<file path="src/hw/rtl/bap_pkg.sv">
// Shared types and constants of the block average pixelizer.
// No dependencies; bap_if, bap_div and block_average_pixelizer import it.
`default_nettype none

package bap_pkg;

    localparam int PIX_W      = 8;
    localparam int SUM_W      = 28;
    localparam int AREA_W     = 21;
    localparam int CELL_IDX_W = 6;
    localparam int DIM_REG_W  = 11;
    localparam int CELL_REG_W = 7;
    localparam int CFG_IDX_W  = 2;
    localparam int CFG_DATA_W = 11;

    typedef enum logic [CFG_IDX_W-1:0] {
        CFG_IMAGE_WIDTH  = 2'd0,
        CFG_IMAGE_HEIGHT = 2'd1,
        CFG_CELLS_ACROSS = 2'd2,
        CFG_CELLS_DOWN   = 2'd3
    } cfg_reg_e;

    typedef enum logic [2:0] {
        S_IDLE,
        S_CX,
        S_WX,
        S_CY,
        S_WY,
        S_AREA,
        S_ACC,
        S_DIV
    } bap_state_t;

    typedef struct packed {
        logic              start;
        logic [SUM_W-1:0]  dividend;
        logic [AREA_W-1:0] divisor;
    } div_req_t;

    typedef struct packed {
        logic             busy;
        logic [SUM_W-1:0] quotient;
    } div_rsp_t;

endpackage

`default_nettype wire

</file>
<file path="src/hw/rtl/bap_if.sv">
// Handshake interfaces of the pixelizer: pixel input, cell output, config write.
// Depends on bap_pkg for field widths.
`default_nettype none

interface bap_pixel_if
    import bap_pkg::*;
();
    logic             valid;
    logic             ready;
    logic [PIX_W-1:0] gray_pixel;
    logic             frame_start;

    modport source (output valid, output gray_pixel, output frame_start, input ready);
    modport sink (input valid, input gray_pixel, input frame_start, output ready);
endinterface

interface bap_cell_if
    import bap_pkg::*;
();
    logic                  valid;
    logic                  ready;
    logic [PIX_W-1:0]      cell_average;
    logic [CELL_IDX_W-1:0] cell_column;
    logic [CELL_IDX_W-1:0] cell_row;
    logic                  frame_done;

    modport source (output valid, output cell_average, output cell_column,
                    output cell_row, output frame_done, input ready);
    modport sink (input valid, input cell_average, input cell_column,
                  input cell_row, input frame_done, output ready);
endinterface

interface bap_cfg_if
    import bap_pkg::*;
();
    logic                  valid;
    logic                  ready;
    logic [CFG_IDX_W-1:0]  index;
    logic [CFG_DATA_W-1:0] data;

    modport source (output valid, output index, output data, input ready);
    modport sink (input valid, input index, input data, output ready);
endinterface

`default_nettype wire

</file>
<file path="src/hw/rtl/bap_ram.sv">
// Generic single-port-write, single-port-read RAM with registered read data.
// No dependencies.
`default_nettype none

module bap_ram #(
    parameter int WIDTH = 28,
    parameter int DEPTH = 64
) (
    input  wire logic                                   clk,
    input  wire logic                                   we,
    input  wire logic [((DEPTH > 1) ? $clog2(DEPTH) : 1)-1:0] waddr,
    input  wire logic [WIDTH-1:0]                       wdata,
    input  wire logic                                   re,
    input  wire logic [((DEPTH > 1) ? $clog2(DEPTH) : 1)-1:0] raddr,
    output logic [WIDTH-1:0]                            rdata
);
    logic [WIDTH-1:0] mem [DEPTH];

    always_ff @(posedge clk)
    begin
        if (we)
        begin
            mem[waddr] <= wdata;
        end
        if (re)
        begin
            rdata <= mem[raddr];
        end
    end
endmodule

`default_nettype wire

</file>
<file path="src/hw/rtl/bap_div.sv">
// Restoring divider, one quotient bit per cycle, SUM_W quotient bits per division.
// Depends on bap_pkg for the request and response structs.
`default_nettype none

module bap_div
    import bap_pkg::*;
(
    input  wire logic clk,
    input  wire logic rst_n,
    input  wire div_req_t req,
    output div_rsp_t  rsp
);
    localparam int CNT_W = $clog2(SUM_W + 1);

    logic [AREA_W-1:0] rem_reg, rem_next;
    logic [SUM_W-1:0]  quo_reg, quo_next;
    logic [AREA_W-1:0] dvs_reg;
    logic [CNT_W-1:0]  cnt_reg;
    logic              busy_reg;
    logic [AREA_W:0]   trial;
    logic [AREA_W:0]   diff;

    always_comb
    begin
        trial = {rem_reg, quo_reg[SUM_W-1]};
        diff  = trial - {1'b0, dvs_reg};
        if (trial >= {1'b0, dvs_reg})
        begin
            rem_next = diff[AREA_W-1:0];
            quo_next = {quo_reg[SUM_W-2:0], 1'b1};
        end
        else
        begin
            rem_next = trial[AREA_W-1:0];
            quo_next = {quo_reg[SUM_W-2:0], 1'b0};
        end
    end

    always_ff @(posedge clk or negedge rst_n)
    begin
        if (!rst_n)
        begin
            busy_reg <= 1'b0;
            cnt_reg  <= '0;
        end
        else if (req.start)
        begin
            busy_reg <= 1'b1;
            cnt_reg  <= CNT_W'(SUM_W);
        end
        else if (busy_reg)
        begin
            cnt_reg <= cnt_reg - CNT_W'(1);
            if (cnt_reg == CNT_W'(1))
            begin
                busy_reg <= 1'b0;
            end
        end
    end

    always_ff @(posedge clk)
    begin
        if (req.start)
        begin
            rem_reg <= '0;
            quo_reg <= req.dividend;
            dvs_reg <= req.divisor;
        end
        else if (busy_reg)
        begin
            rem_reg <= rem_next;
            quo_reg <= quo_next;
        end
    end

    assign rsp.busy     = busy_reg;
    assign rsp.quotient = quo_reg;
endmodule

`default_nettype wire

</file>
<file path="src/hw/rtl/block_average_pixelizer.sv">
// Block average pixelizer: averages raster-order gray pixels over a grid of blocks.
// Depends on bap_pkg, bap_if, bap_ram and bap_div.
//
// A pixel outside the covered grid only advances the position. A pixel inside a block
// updates its column accumulator: it is read from the RAM and written back in the cycle
// after. The last pixel of a block then starts a division in the shared divider (one
// quotient bit per cycle), and the next request is not taken until the quotient has
// moved into the output register, which waits while the previous cell result is still
// there; a cell result waits in the output register while the next pixels are accepted.
// After reset and after each configuration write the block recomputes block width and
// height with the same divider and the block area as their product, during which no
// pixel and no further write is taken. A pending configuration write holds off the pixel input.
`default_nettype none

module block_average_pixelizer
    import bap_pkg::*;
#(
    parameter int MAX_CELLS  = 64,
    parameter int MAX_WIDTH  = 1024,
    parameter int MAX_HEIGHT = 1024
) (
    input  wire logic  clk,
    input  wire logic  rst_n,
    bap_pixel_if.sink  pixel_in,
    bap_cell_if.source cell_out,
    bap_cfg_if.sink    cfg
);
    localparam int MAX_DIM = (MAX_WIDTH > MAX_HEIGHT) ? MAX_WIDTH : MAX_HEIGHT;
    localparam int DW      = $clog2(MAX_DIM + 1);
    localparam int CW      = $clog2(MAX_CELLS + 1);
    localparam int AW      = (MAX_CELLS > 1) ? $clog2(MAX_CELLS) : 1;

    bap_state_t state_reg, state_next;

    logic [DIM_REG_W-1:0]  image_width_reg, image_height_reg;
    logic [CELL_REG_W-1:0] cells_across_reg, cells_down_reg;
    logic [DW-1:0]         bw_reg, bh_reg;
    logic [AREA_W-1:0]     area_reg;

    logic [DW-1:0] pc_reg, pr_reg, ox_reg, oy_reg;
    logic [CW-1:0] bcx_reg, bry_reg;
    logic [DW-1:0] pc_next, pr_next, ox_next, oy_next;
    logic [CW-1:0] bcx_next, bry_next;

    logic [PIX_W-1:0] pix_reg;
    logic             first_reg, last_reg, done_flag_reg;
    logic [CW-1:0]    col_reg, row_reg;

    logic                  out_valid_reg;
    logic [PIX_W-1:0]      avg_reg;
    logic [CELL_IDX_W-1:0] out_col_reg, out_row_reg;
    logic                  out_done_reg;

    logic [DW-1:0]     w_eff, h_eff;
    logic [CW-1:0]     cx_eff, cy_eff;
    logic [AREA_W-1:0] area_eff;

    logic [DW-1:0] pc, pr, ox, oy;
    logic [CW-1:0] bcx, bry;
    logic          in_blk, first, last, done_flag;
    logic [DW:0]   pc_inc, pr_inc, ox_inc, oy_inc;

    logic             accept, load_out, slot_free;
    logic [SUM_W-1:0] sum;
    logic [SUM_W-1:0] ram_rdata;
    logic             ram_we, ram_re;
    logic [2*DW-1:0]  area_prod;

    div_req_t div_req;
    div_rsp_t div_rsp;

    bap_ram #(
        .WIDTH (SUM_W),
        .DEPTH (MAX_CELLS)
    ) u_sums (
        .clk   (clk),
        .we    (ram_we),
        .waddr (col_reg[AW-1:0]),
        .wdata (sum),
        .re    (ram_re),
        .raddr (bcx[AW-1:0]),
        .rdata (ram_rdata)
    );

    bap_div u_div (
        .clk   (clk),
        .rst_n (rst_n),
        .req   (div_req),
        .rsp   (div_rsp)
    );

    // effective geometry
    always_comb
    begin
        int w_i, h_i, cx_i, cy_i;
        w_i = int'(image_width_reg);
        h_i = int'(image_height_reg);
        if (w_i == 0) w_i = 1;
        if (w_i > MAX_WIDTH) w_i = MAX_WIDTH;
        if (h_i == 0) h_i = 1;
        if (h_i > MAX_HEIGHT) h_i = MAX_HEIGHT;
        cx_i = int'(cells_across_reg);
        if (cx_i == 0) cx_i = 1;
        if (cx_i > w_i) cx_i = w_i;
        if (cx_i > MAX_CELLS) cx_i = MAX_CELLS;
        cy_i = int'(cells_down_reg);
        if (cy_i == 0) cy_i = 1;
        if (cy_i > h_i) cy_i = h_i;
        if (cy_i > MAX_CELLS) cy_i = MAX_CELLS;
        w_eff    = DW'(w_i);
        h_eff    = DW'(h_i);
        cx_eff   = CW'(cx_i);
        cy_eff   = CW'(cy_i);
        area_eff = (area_reg == '0) ? AREA_W'(1) : area_reg;
    end

    // position of the incoming pixel and the next position
    always_comb
    begin
        pc  = pixel_in.frame_start ? '0 : pc_reg;
        pr  = pixel_in.frame_start ? '0 : pr_reg;
        ox  = pixel_in.frame_start ? '0 : ox_reg;
        oy  = pixel_in.frame_start ? '0 : oy_reg;
        bcx = pixel_in.frame_start ? '0 : bcx_reg;
        bry = pixel_in.frame_start ? '0 : bry_reg;

        in_blk    = (bcx < cx_eff) && (bry < cy_eff) && (ox < bw_reg) && (oy < bh_reg);
        first     = (ox == '0) && (oy == '0);
        last      = (ox == bw_reg - DW'(1)) && (oy == bh_reg - DW'(1));
        done_flag = (bcx == cx_eff - CW'(1)) && (bry == cy_eff - CW'(1));

        pc_inc = {1'b0, pc} + (DW+1)'(1);
        pr_inc = {1'b0, pr} + (DW+1)'(1);
        ox_inc = {1'b0, ox} + (DW+1)'(1);
        oy_inc = {1'b0, oy} + (DW+1)'(1);

        pc_next  = pc;
        pr_next  = pr;
        ox_next  = ox;
        oy_next  = oy;
        bcx_next = bcx;
        bry_next = bry;
        if (pc_inc >= {1'b0, w_eff})
        begin
            pc_next  = '0;
            ox_next  = '0;
            bcx_next = '0;
            if (pr_inc >= {1'b0, h_eff})
            begin
                pr_next  = '0;
                oy_next  = '0;
                bry_next = '0;
            end
            else
            begin
                pr_next = pr_inc[DW-1:0];
                if (bry < cy_eff)
                begin
                    if (oy_inc >= {1'b0, bh_reg})
                    begin
                        oy_next  = '0;
                        bry_next = bry + CW'(1);
                    end
                    else
                    begin
                        oy_next = oy_inc[DW-1:0];
                    end
                end
            end
        end
        else
        begin
            pc_next = pc_inc[DW-1:0];
            if (bcx < cx_eff)
            begin
                if (ox_inc >= {1'b0, bw_reg})
                begin
                    ox_next  = '0;
                    bcx_next = bcx + CW'(1);
                end
                else
                begin
                    ox_next = ox_inc[DW-1:0];
                end
            end
        end
    end

    assign accept    = pixel_in.valid && pixel_in.ready;
    assign slot_free = !out_valid_reg || cell_out.ready;
    assign sum       = first_reg ? SUM_W'(pix_reg) : ram_rdata + SUM_W'(pix_reg);
    assign area_prod = bw_reg * bh_reg;

    always_comb
    begin
        state_next       = state_reg;
        div_req.start    = 1'b0;
        div_req.dividend = SUM_W'(w_eff);
        div_req.divisor  = AREA_W'(cx_eff);
        ram_we           = 1'b0;
        ram_re           = 1'b0;
        load_out         = 1'b0;
        unique case (state_reg)
            S_IDLE:
            begin
                if (cfg.valid)
                begin
                    state_next = S_CX;
                end
                else if (accept && in_blk)
                begin
                    ram_re     = 1'b1;
                    state_next = S_ACC;
                end
            end
            S_CX:
            begin
                div_req.start = 1'b1;
                state_next    = S_WX;
            end
            S_WX:
            begin
                if (!div_rsp.busy)
                begin
                    state_next = S_CY;
                end
            end
            S_CY:
            begin
                div_req.start    = 1'b1;
                div_req.dividend = SUM_W'(h_eff);
                div_req.divisor  = AREA_W'(cy_eff);
                state_next       = S_WY;
            end
            S_WY:
            begin
                if (!div_rsp.busy)
                begin
                    state_next = S_AREA;
                end
            end
            S_AREA:
            begin
                state_next = S_IDLE;
            end
            S_ACC:
            begin
                ram_we           = 1'b1;
                div_req.start    = last_reg;
                div_req.dividend = sum;
                div_req.divisor  = area_eff;
                state_next       = last_reg ? S_DIV : S_IDLE;
            end
            S_DIV:
            begin
                // hold the quotient until the division ends and the output register frees up
                if (!div_rsp.busy && slot_free)
                begin
                    load_out   = 1'b1;
                    state_next = S_IDLE;
                end
            end
            default:
            begin
                state_next = S_IDLE;
            end
        endcase
    end

    always_ff @(posedge clk or negedge rst_n)
    begin
        if (!rst_n)
        begin
            state_reg <= S_CX;
        end
        else
        begin
            state_reg <= state_next;
        end
    end

    always_ff @(posedge clk or negedge rst_n)
    begin
        if (!rst_n)
        begin
            image_width_reg  <= DIM_REG_W'(640);
            image_height_reg <= DIM_REG_W'(480);
            cells_across_reg <= CELL_REG_W'(10);
            cells_down_reg   <= CELL_REG_W'(6);
        end
        else if (cfg.valid && cfg.ready)
        begin
            unique case (cfg_reg_e'(cfg.index))
                CFG_IMAGE_WIDTH:  image_width_reg  <= cfg.data;
                CFG_IMAGE_HEIGHT: image_height_reg <= cfg.data;
                CFG_CELLS_ACROSS: cells_across_reg <= cfg.data[CELL_REG_W-1:0];
                CFG_CELLS_DOWN:   cells_down_reg   <= cfg.data[CELL_REG_W-1:0];
                default:          image_width_reg  <= image_width_reg;
            endcase
        end
    end

    always_ff @(posedge clk)
    begin
        if (state_reg == S_WX && !div_rsp.busy)
        begin
            bw_reg <= div_rsp.quotient[DW-1:0];
        end
        if (state_reg == S_WY && !div_rsp.busy)
        begin
            bh_reg <= div_rsp.quotient[DW-1:0];
        end
        if (state_reg == S_AREA)
        begin
            area_reg <= AREA_W'(area_prod);
        end
        if (accept)
        begin
            pix_reg       <= pixel_in.gray_pixel;
            first_reg     <= first;
            last_reg      <= last;
            done_flag_reg <= done_flag;
            col_reg       <= bcx;
            row_reg       <= bry;
        end
        if (load_out)
        begin
            avg_reg      <= div_rsp.quotient[PIX_W-1:0];
            out_col_reg  <= CELL_IDX_W'(col_reg);
            out_row_reg  <= CELL_IDX_W'(row_reg);
            out_done_reg <= done_flag_reg;
        end
    end

    always_ff @(posedge clk or negedge rst_n)
    begin
        if (!rst_n)
        begin
            pc_reg        <= '0;
            pr_reg        <= '0;
            ox_reg        <= '0;
            oy_reg        <= '0;
            bcx_reg       <= '0;
            bry_reg       <= '0;
            out_valid_reg <= 1'b0;
        end
        else
        begin
            if (accept)
            begin
                pc_reg  <= pc_next;
                pr_reg  <= pr_next;
                ox_reg  <= ox_next;
                oy_reg  <= oy_next;
                bcx_reg <= bcx_next;
                bry_reg <= bry_next;
            end
            if (load_out)
            begin
                out_valid_reg <= 1'b1;
            end
            else if (cell_out.ready)
            begin
                out_valid_reg <= 1'b0;
            end
        end
    end

    assign pixel_in.ready        = (state_reg == S_IDLE) && !cfg.valid;
    assign cfg.ready             = (state_reg == S_IDLE);
    assign cell_out.valid        = out_valid_reg;
    assign cell_out.cell_average = avg_reg;
    assign cell_out.cell_column  = out_col_reg;
    assign cell_out.cell_row     = out_row_reg;
    assign cell_out.frame_done   = out_done_reg;

    a_acc_next: assert property (@(posedge clk) disable iff (!rst_n)
        (state_reg == S_ACC) |=> (state_reg == S_IDLE || state_reg == S_DIV))
        else $error("accumulate step did not return to idle or divide");

    a_out_from_div: assert property (@(posedge clk) disable iff (!rst_n)
        $rose(out_valid_reg) |-> ($past(state_reg) == S_DIV))
        else $error("cell result raised outside the divide step");

    a_out_hold: assert property (@(posedge clk) disable iff (!rst_n)
        (out_valid_reg && !cell_out.ready) |=> out_valid_reg)
        else $error("stalled cell result dropped");

    a_idle_div_free: assert property (@(posedge clk) disable iff (!rst_n)
        (state_reg == S_IDLE) |-> !div_rsp.busy)
        else $error("divider busy while idle");

endmodule

`default_nettype wire
</file>
<file path="src/flat_wrapper.sv">
// flat-port wrapper written by rule: the top's interface ports become plain ports
module block_average_pixelizer_flat import bap_pkg::*;
#(
    parameter int MAX_CELLS  = 64,
    parameter int MAX_WIDTH  = 1024,
    parameter int MAX_HEIGHT = 1024
)
  (clk, rst_n, pixel_in_valid, pixel_in_gray_pixel, pixel_in_frame_start, pixel_in_ready, cell_out_valid, cell_out_cell_average, cell_out_cell_column, cell_out_cell_row, cell_out_frame_done, cell_out_ready, cfg_valid, cfg_index, cfg_data, cfg_ready);
  bap_pixel_if pixel_in_i ();
  bap_cell_if cell_out_i ();
  bap_cfg_if cfg_i ();
  input  wire logic clk;
  input  wire logic rst_n;
  input wire logic [$bits(pixel_in_i.valid)-1:0] pixel_in_valid;
  input wire logic [$bits(pixel_in_i.gray_pixel)-1:0] pixel_in_gray_pixel;
  input wire logic [$bits(pixel_in_i.frame_start)-1:0] pixel_in_frame_start;
  output wire logic [$bits(pixel_in_i.ready)-1:0] pixel_in_ready;
  output wire logic [$bits(cell_out_i.valid)-1:0] cell_out_valid;
  output wire logic [$bits(cell_out_i.cell_average)-1:0] cell_out_cell_average;
  output wire logic [$bits(cell_out_i.cell_column)-1:0] cell_out_cell_column;
  output wire logic [$bits(cell_out_i.cell_row)-1:0] cell_out_cell_row;
  output wire logic [$bits(cell_out_i.frame_done)-1:0] cell_out_frame_done;
  input wire logic [$bits(cell_out_i.ready)-1:0] cell_out_ready;
  input wire logic [$bits(cfg_i.valid)-1:0] cfg_valid;
  input wire logic [$bits(cfg_i.index)-1:0] cfg_index;
  input wire logic [$bits(cfg_i.data)-1:0] cfg_data;
  output wire logic [$bits(cfg_i.ready)-1:0] cfg_ready;
  assign pixel_in_i.valid = pixel_in_valid;
  assign pixel_in_i.gray_pixel = pixel_in_gray_pixel;
  assign pixel_in_i.frame_start = pixel_in_frame_start;
  assign pixel_in_ready = pixel_in_i.ready;
  assign cell_out_valid = cell_out_i.valid;
  assign cell_out_cell_average = cell_out_i.cell_average;
  assign cell_out_cell_column = cell_out_i.cell_column;
  assign cell_out_cell_row = cell_out_i.cell_row;
  assign cell_out_frame_done = cell_out_i.frame_done;
  assign cell_out_i.ready = cell_out_ready;
  assign cfg_i.valid = cfg_valid;
  assign cfg_i.index = cfg_index;
  assign cfg_i.data = cfg_data;
  assign cfg_ready = cfg_i.ready;
  block_average_pixelizer #(.MAX_CELLS(MAX_CELLS), .MAX_WIDTH(MAX_WIDTH), .MAX_HEIGHT(MAX_HEIGHT)) u_core (.clk(clk), .rst_n(rst_n), .pixel_in(pixel_in_i), .cell_out(cell_out_i), .cfg(cfg_i));
endmodule
</file>
<file path="config.mk">
export PLATFORM = sky130hd
export DESIGN_NAME = block_average_pixelizer_flat
export DESIGN_NICKNAME = d
export VERILOG_FILES = /design/src/hw/rtl/bap_pkg.sv /design/src/hw/rtl/bap_if.sv /design/src/hw/rtl/bap_ram.sv /design/src/hw/rtl/bap_div.sv /design/src/hw/rtl/block_average_pixelizer.sv /design/src/flat_wrapper.sv
export SDC_FILE = /design/constraint.sdc
export NUM_CORES = 2
export LEC_CHECK = 0
export ABC_AREA = 1
export BUFFER_PORTS_ARGS = -buffer_cell sky130_fd_sc_hd__buf_2
export CAP_MARGIN = 20
export CORE_MARGIN = 2
export CORE_UTILIZATION = 40
export DETAILED_ROUTE_END_ITERATION = 8
export SKIP_CTS_REPAIR_TIMING = 1
export SYNTH_ARGS = -nofsm -noshare
export SYNTH_HDL_FRONTEND = slang
export SYNTH_SLANG_ARGS = --single-unit
</file>
<file path="constraint.sdc">
create_clock -name clk -period 5.7 [get_ports clk]
set_clock_uncertainty 0.15 [all_clocks]
set_input_delay 0 -clock clk [delete_from_list [all_inputs] [get_ports clk]]
set_output_delay 0 -clock clk [all_outputs]
set_load 0.01 [all_outputs]
</file>
# After elaboration in Yosys (flattened, before gate mapping)
# Memory sizes are Yosys's and may differ from the RTL's. A register that Yosys moved wholly into a read port is not among the register bits.
# Cells that the tools add are included.
# W data, S select, Z words.
# word_totals
reg_bits,261
ramBits,1792
in_bits,27
output_inout_bits,24
word_cells,176
memories,1
# op_classes
add_sub_neg,13
multipliers,1
magnitude_cmp,15
eq_ne,19
muxes,63
n_reduce_logical,34
# memory_table
name,depth,word_bits,rd,rd_ports_with_merged_regs,write_ports,line,rtl
u_core.u_sums.mem,64,28,1,1,1,bap_ram.sv:17,logic [WIDTH-1:0] mem [DEPTH];
# op_table
operator,n
$mux W11,16
$mux W32,4
$pmux W49 S2,1
$mux W7,13
$mux W28,3
$gt A32 B8 Y1 const B,2
$gt A8 B32 Y1,2
$add A11 B1 Y12 const B,4
$ge A12 B11 Y1,4
$logic_not A11 Y1,4
$mux W21,2
$add A28 B8 Y28,1
$pmux W3 S8,1
$eq A11 B11 Y1,2
$ge A22 B21 Y1,1
$gt A11 B11 Y1 const B,2
$lt A11 B11 Y1,2
$sub A11 B1 Y11 const B,2
$logic_not A21 Y1,1
$mul A11 B11 Y21,1
$sub A21 B21 Y21,1
$mux W3,6
$add A7 B1 Y7 const B,2
$eq A7 B7 Y1,2
25 further kinds,66

# Logic depth before layout (Yosys ltp)
# depth
depth_word,16
mapped_depth,35
depth_no_buf,35

# Modules after synthesis
# A second synthesis with hierarchy kept.
# hier_totals
cells_unflattened,9002
hier_area_um2,95549.1
# modules_own_cells
mod,n_inst,cells_per_inst,area_per_inst_um2,seq_area_each_um2
bap_ram,1,6085,73178.9,54652.4
block_average_pixelizer,1,2274,17580.6,5078.6
bap_div,1,643,4789.6,2042.0

# Least setup slack after synthesis
# OpenSTA, ideal clock, no wires.
# synth_path
path_kind,flip-flop to flip-flop
start,register u_core.image_width_reg[1]
end,"register u_core.u_sums.rdata[0], read port of u_core.u_sums.mem (enable)"
setup_time_ns,0.413
arrival_time_ns,4.833
t_required_ns,5.137
slack_ns,0.304
path_stages_with_launch,28
n_path_buf,1
synth_period_minus_slack_ns,5.396
path_cell_list,dfrtp_1 > nor2_1 > nand3_1 > o21ai_2 > buf_4 > nand2_1 > ha_1 > nand2_1 > inv_1 > a21oi_1 > nand2_1 > nand3_2 > nand2_1 > nand2_1 > nand2_1 > nor2_1 > nand2_1 > nand2_2 > nand2_2 > ha_1 > a21oi_1 > o21ai_0 > nand4_1 > nand2_1 > inv_1 > nand3_1 > or2_2 > nor2_1
# synth_via
elab_chain_len,16
# synth_lines
element,line,rtl
start: declaration,block_average_pixelizer.sv:35,"logic [DIM_REG_W-1:0] image_width_reg, image_height_reg;"
start signal: assignment,block_average_pixelizer.sv:294,CFG_IMAGE_WIDTH: image_width_reg <= cfg.data;
start signal: assignment,block_average_pixelizer.sv:298,default: image_width_reg <= image_width_reg;
$logic_not A11 Y1,block_average_pixelizer.sv:98,if (w_i == 0) w_i = 1;
$mux W11 *,block_average_pixelizer.sv:98,
$gt A11 B11 Y1,block_average_pixelizer.sv:99,if (w_i > MAX_WIDTH) w_i = MAX_WIDTH;
$mux W32 *,block_average_pixelizer.sv:99,
$gt A8 B32 Y1,block_average_pixelizer.sv:104,if (cx_i > w_i) cx_i = w_i;
$mux W32 *,block_average_pixelizer.sv:104,
$gt A32 B8 Y1,block_average_pixelizer.sv:105,if (cx_i > MAX_CELLS) cx_i = MAX_CELLS;
$mux W7 *,block_average_pixelizer.sv:105,
$lt A7 B7 Y1 *,block_average_pixelizer.sv:127,in_blk = (bcx < cx_eff) && (bry < cy_eff) && (ox < bw_reg) && (oy < bh_reg);
$logic_and A1 B1 Y1 * (3 in a row),block_average_pixelizer.sv:127,
$logic_and A1 B1 Y1 *,block_average_pixelizer.sv:210,else if (accept && in_blk)
$mux W1 *,block_average_pixelizer.sv:210,
$mux W1 *,block_average_pixelizer.sv:206,if (cfg.valid)
$mux W1 *,block_average_pixelizer.sv:203,unique case (state_reg)
net u_core.ram_re,block_average_pixelizer.sv:66,"logic ram_we, ram_re;"
end: declaration,bap_ram.sv:15,output logic [WIDTH-1:0] rdata
# The timed path passes the listed nets; every way through them passes the cells marked *.
# A chain may end at the register's enable or synchronous reset.

# Worst setup path in the final report
# layout_path
start,register u_core.bw_reg[5]
end,"register u_core.area_reg[17], data pin"
# layout_via
elab_chain_len,1
# layout_lines
element,line,rtl
start: declaration,block_average_pixelizer.sv:37,"logic [DW-1:0] bw_reg, bh_reg;"
start signal: assignment,block_average_pixelizer.sv:307,bw_reg <= div_rsp.quotient[DW-1:0];
$mul A11 B11 Y21,block_average_pixelizer.sv:192,assign area_prod = bw_reg * bh_reg;
net u_core.area_prod[17],block_average_pixelizer.sv:67,logic [2*DW-1:0] area_prod;
end signal: assignment,block_average_pixelizer.sv:315,area_reg <= AREA_W'(area_prod);
end: declaration,block_average_pixelizer.sv:38,logic [AREA_W-1:0] area_reg;
# The timed path passes the listed nets, and every way through them passes these cells.

==> results.toml <==
[floorplan]
ioPinCount = 51
start_util_pct = 40.2
coreArea_um2 = 229000
dieArea_um2 = 234000
die_w_um = 484
std_cell_rows = 176
die-height_um = 484

[job]
cap_violations = 0

[placed_design]
placed_cells = 10500
place.gp.congestion = 0.883
dpl_cell_area_um2 = 96900
port_buffers = 50
dpl.hpwl_um = 162000

[global_routing]
antenna_found_initial = 4
grt_pass1_wl_um = 403000
grtUsageTotal_pct = 22.8
grt_max_degree = 179
grt_pass1_vias = 60600
overflow = 0

[detailed_routing]
wl_per_cell_um = 25.0
vias_per_cell = 5.73
ant_nets = 0
routed_wl_um = 275000
num_vias = 63000
drc = 0
first_pass_iters = 6
drt_iter0_drc = 6564

[logic_synthesis]
yosysUniqueCellTypes = 68
yosysSeqAreaShare_pct = 67.0
syn_nets = 8024
synth_compound_area_share_pct = 13.2
avgSynthCellArea_um2 = 11.9
synthAdderAreaFrac_pct = 4.39
synthFlopType = "edfxtp_1"
synth_top_family_by_area = "compound AO/OA/AOI/OAI gates"
synth_top_area_cell = "edfxtp_1"
yosys_warnings = 0
synth_seq_cells = 2081
synth_xor_area_share_pct = 1.07
muxShareOfSynthArea_pct = 0.159
ys_top_cells_by_area = "edfxtp_1 (64%), o21ai_0 (5.7%), nor2_1 (4.8%)"
synth_top_cell_area_share_pct = 63.8
syn-cell-area_um2 = 92100
synth-simple-area-share_pct = 10.0
synth_edf_count = 1956
async_flop_share_pct = 5.00
postSynthCellCount = 7722

[cells_and_area]
final_cell_mix = "edfxtp_1 (1956), nor2_1 (1090), o21ai_0 (1051)"
syn_to_final_growth_pct = 13.8
layout_commonest_cell = "edfxtp_1"
fin_cells = 11000
fillCellCount = 20600
largest_register_ffs = 1792
drive_gt1_share_pct = 9.79
final_area_um2 = 105000
nets = 8096

[run_status]
status = "complete, no violations"

[clock_tree]
insertion_delay_ns = 0.89
cts_buffers = 213
h-tree-depth = 4
clkSinkCount = 2081
cts.reportedPaths.clkPinSlew_ns = 0.07
clk_path_buf_depth = 3
cts_tree = "done"
root_buffer = "clkbuf_16"

[min_path]
hold_class = "in2reg"

[timing]
grt_setup_unrepaired = "no"
final-hold-violation-count = 0
finalSetupViolations = 0
slew-limit-headroom_pct = 21.3
fin_crit_sh_pct = 92.9
fin_setup_tns_ns = 0
tightest_slew_ns = 1.18
period_needed_ns = 5.29
maxSlewViolCount = 0
fmax_mhz = 189

[power_and_ir_drop]
vdd_ir_drop_max_mv = 0.283
p_leak_nw = 36.6
powerDensity_nw_per_um2 = 307

[critical_path]
end_kind = "flip-flop"
cp-start-kind = "flip-flop"
required_ns = 6.15
worst-setup-path-type = "reg2reg"
critPathMaxFanout = 7
critPathArrivalTime_ns = 5.74
==> path summary, 6_finish.rpt <==
path	start	endpoint	slack (ns)	depth (start not counted)
worst max-delay path	u_core.bw_reg[5]	u_core.area_reg[17]	0.41	22
worst min-delay path	cfg_valid	u_core.state_reg[2]	0.08	6
worst max register to register	u_core.bw_reg[5]	u_core.area_reg[17]	0.41	22
worst min register to register	u_core.done_flag_reg	u_core.cell_out.frame_done	0.29	0
max in group asynchronous	rst_n	u_core.oy_reg[3]	4.34	4
min in group asynchronous	rst_n	u_core.image_height_reg[7]	0.26	3
==> worst max-delay path, cell delays in order, from the launching register on <==
cell	delay, ns
edfxtp_1	0.50
buf_4	0.20
nand2_1	0.08
fa_1	0.49
fa_1	0.52
inv_1	0.04
ha_1	0.28
fa_1	0.50
inv_1	0.05
fa_1	0.47
inv_1	0.04
ha_1	0.33
nand2_1	0.08
inv_1	0.04
a21oi_1	0.22
o21bai_1	0.10
a21oi_1	0.24
o21ai_0	0.18
a21oi_1	0.16
o21bai_1	0.10
nand2_1	0.07
nand2_1	0.06
xor2_1	0.15
==> through the flow <==
step	hold WS (ns)	total power [mW]	utilization [%]	setup WS, ns
floorplan	-0.446	17.9	-	0.304
global placement	-0.0543	18.6	42.1	0.370
detailed placement	-0.0382	18.6	42.2	0.380
CTS	-0.973	32.4	45.2	0.354
global route	0.0942	33.1	45.7	0.0188
finish	0.0845	32.2	45.7	0.407
==> cell type report <==
cell class / count / area [µm²] / share of cell area (%)
Sequential cell: 2081 / 61800 / 58.9
Clock inverter: 132 / 1360 / 1.29
Antenna cell: 3 / 7.51 / 0.00716
Clock buffer: 268 / 5580 / 5.32
Multi-Input combinational cell: 4672 / 27300 / 26.0
Inverter: 505 / 1940 / 1.85
Timing Repair Buffer: 321 / 3090 / 2.95
Tap cell: 3026 / 3790 / 3.61
==> cells in the mapped netlist, drive strengths merged, types with 3 or more instances <==
| library cell | n |
|---|---|
| o22ai | 253 |
| nand2 | 719 |
| o31ai | 5 |
| o21ai | 1080 |
| a21oi | 143 |
| a221oi | 6 |
| a21o | 8 |
| o211ai | 233 |
| clkbuf | 409 |
| o221ai | 231 |
| o2111ai | 12 |
| xnor2 | 25 |
| edfxtp | 1956 |
| inv | 500 |
| ha | 194 |
| dfxtp | 21 |
| nand3 | 226 |
| a22o | 12 |
| a31o | 3 |
| nand3b | 7 |
| nand4 | 35 |
| nor4 | 17 |
| nor2 | 1190 |
| buf | 55 |
| a211oi | 4 |
| mux2 | 13 |
| a22oi | 8 |
| clkinv | 5 |
| dfstp | 11 |
| nor3 | 44 |
| o21bai | 6 |
| fa | 81 |
| dfrtp | 93 |
| or2 | 6 |
| a31oi | 9 |
| xor2 | 88 |
==> per-layer routing <==
metal / up-vias / GRT usage, % / routed length (µm)
met4: 2 / 9.98 / 12000
met1: 31700 / 30.1 / 113000
met3: 466 / 3.49 / 19000
li1: 28300 / - / -
met5: - / 0 / 13
met2: 2508 / 37.4 / 131000
==> power by group <==
group / total, mW / switching, mW / leakage, nW / internal, mW
Sequential: 16.5 / 0.00667 / 18.9 / 16.5
Clock: 13.9 / 6.10 / 3.34 / 7.76
Combinational: 1.86 / 1.36 / 14.3 / 0.504
==> cells by family after synthesis <==
family                   Yosys count
AND/OR/NAND/NOR                 2249
buffers and inverters            969
flip-flops                      2081
adder cells (fa/ha/maj)          275
AO/OA/AOI/OAI                   2022
XOR/XNOR                         113
multiplexers                      13
Note: power is estimated with default switching activity, not from simulation.
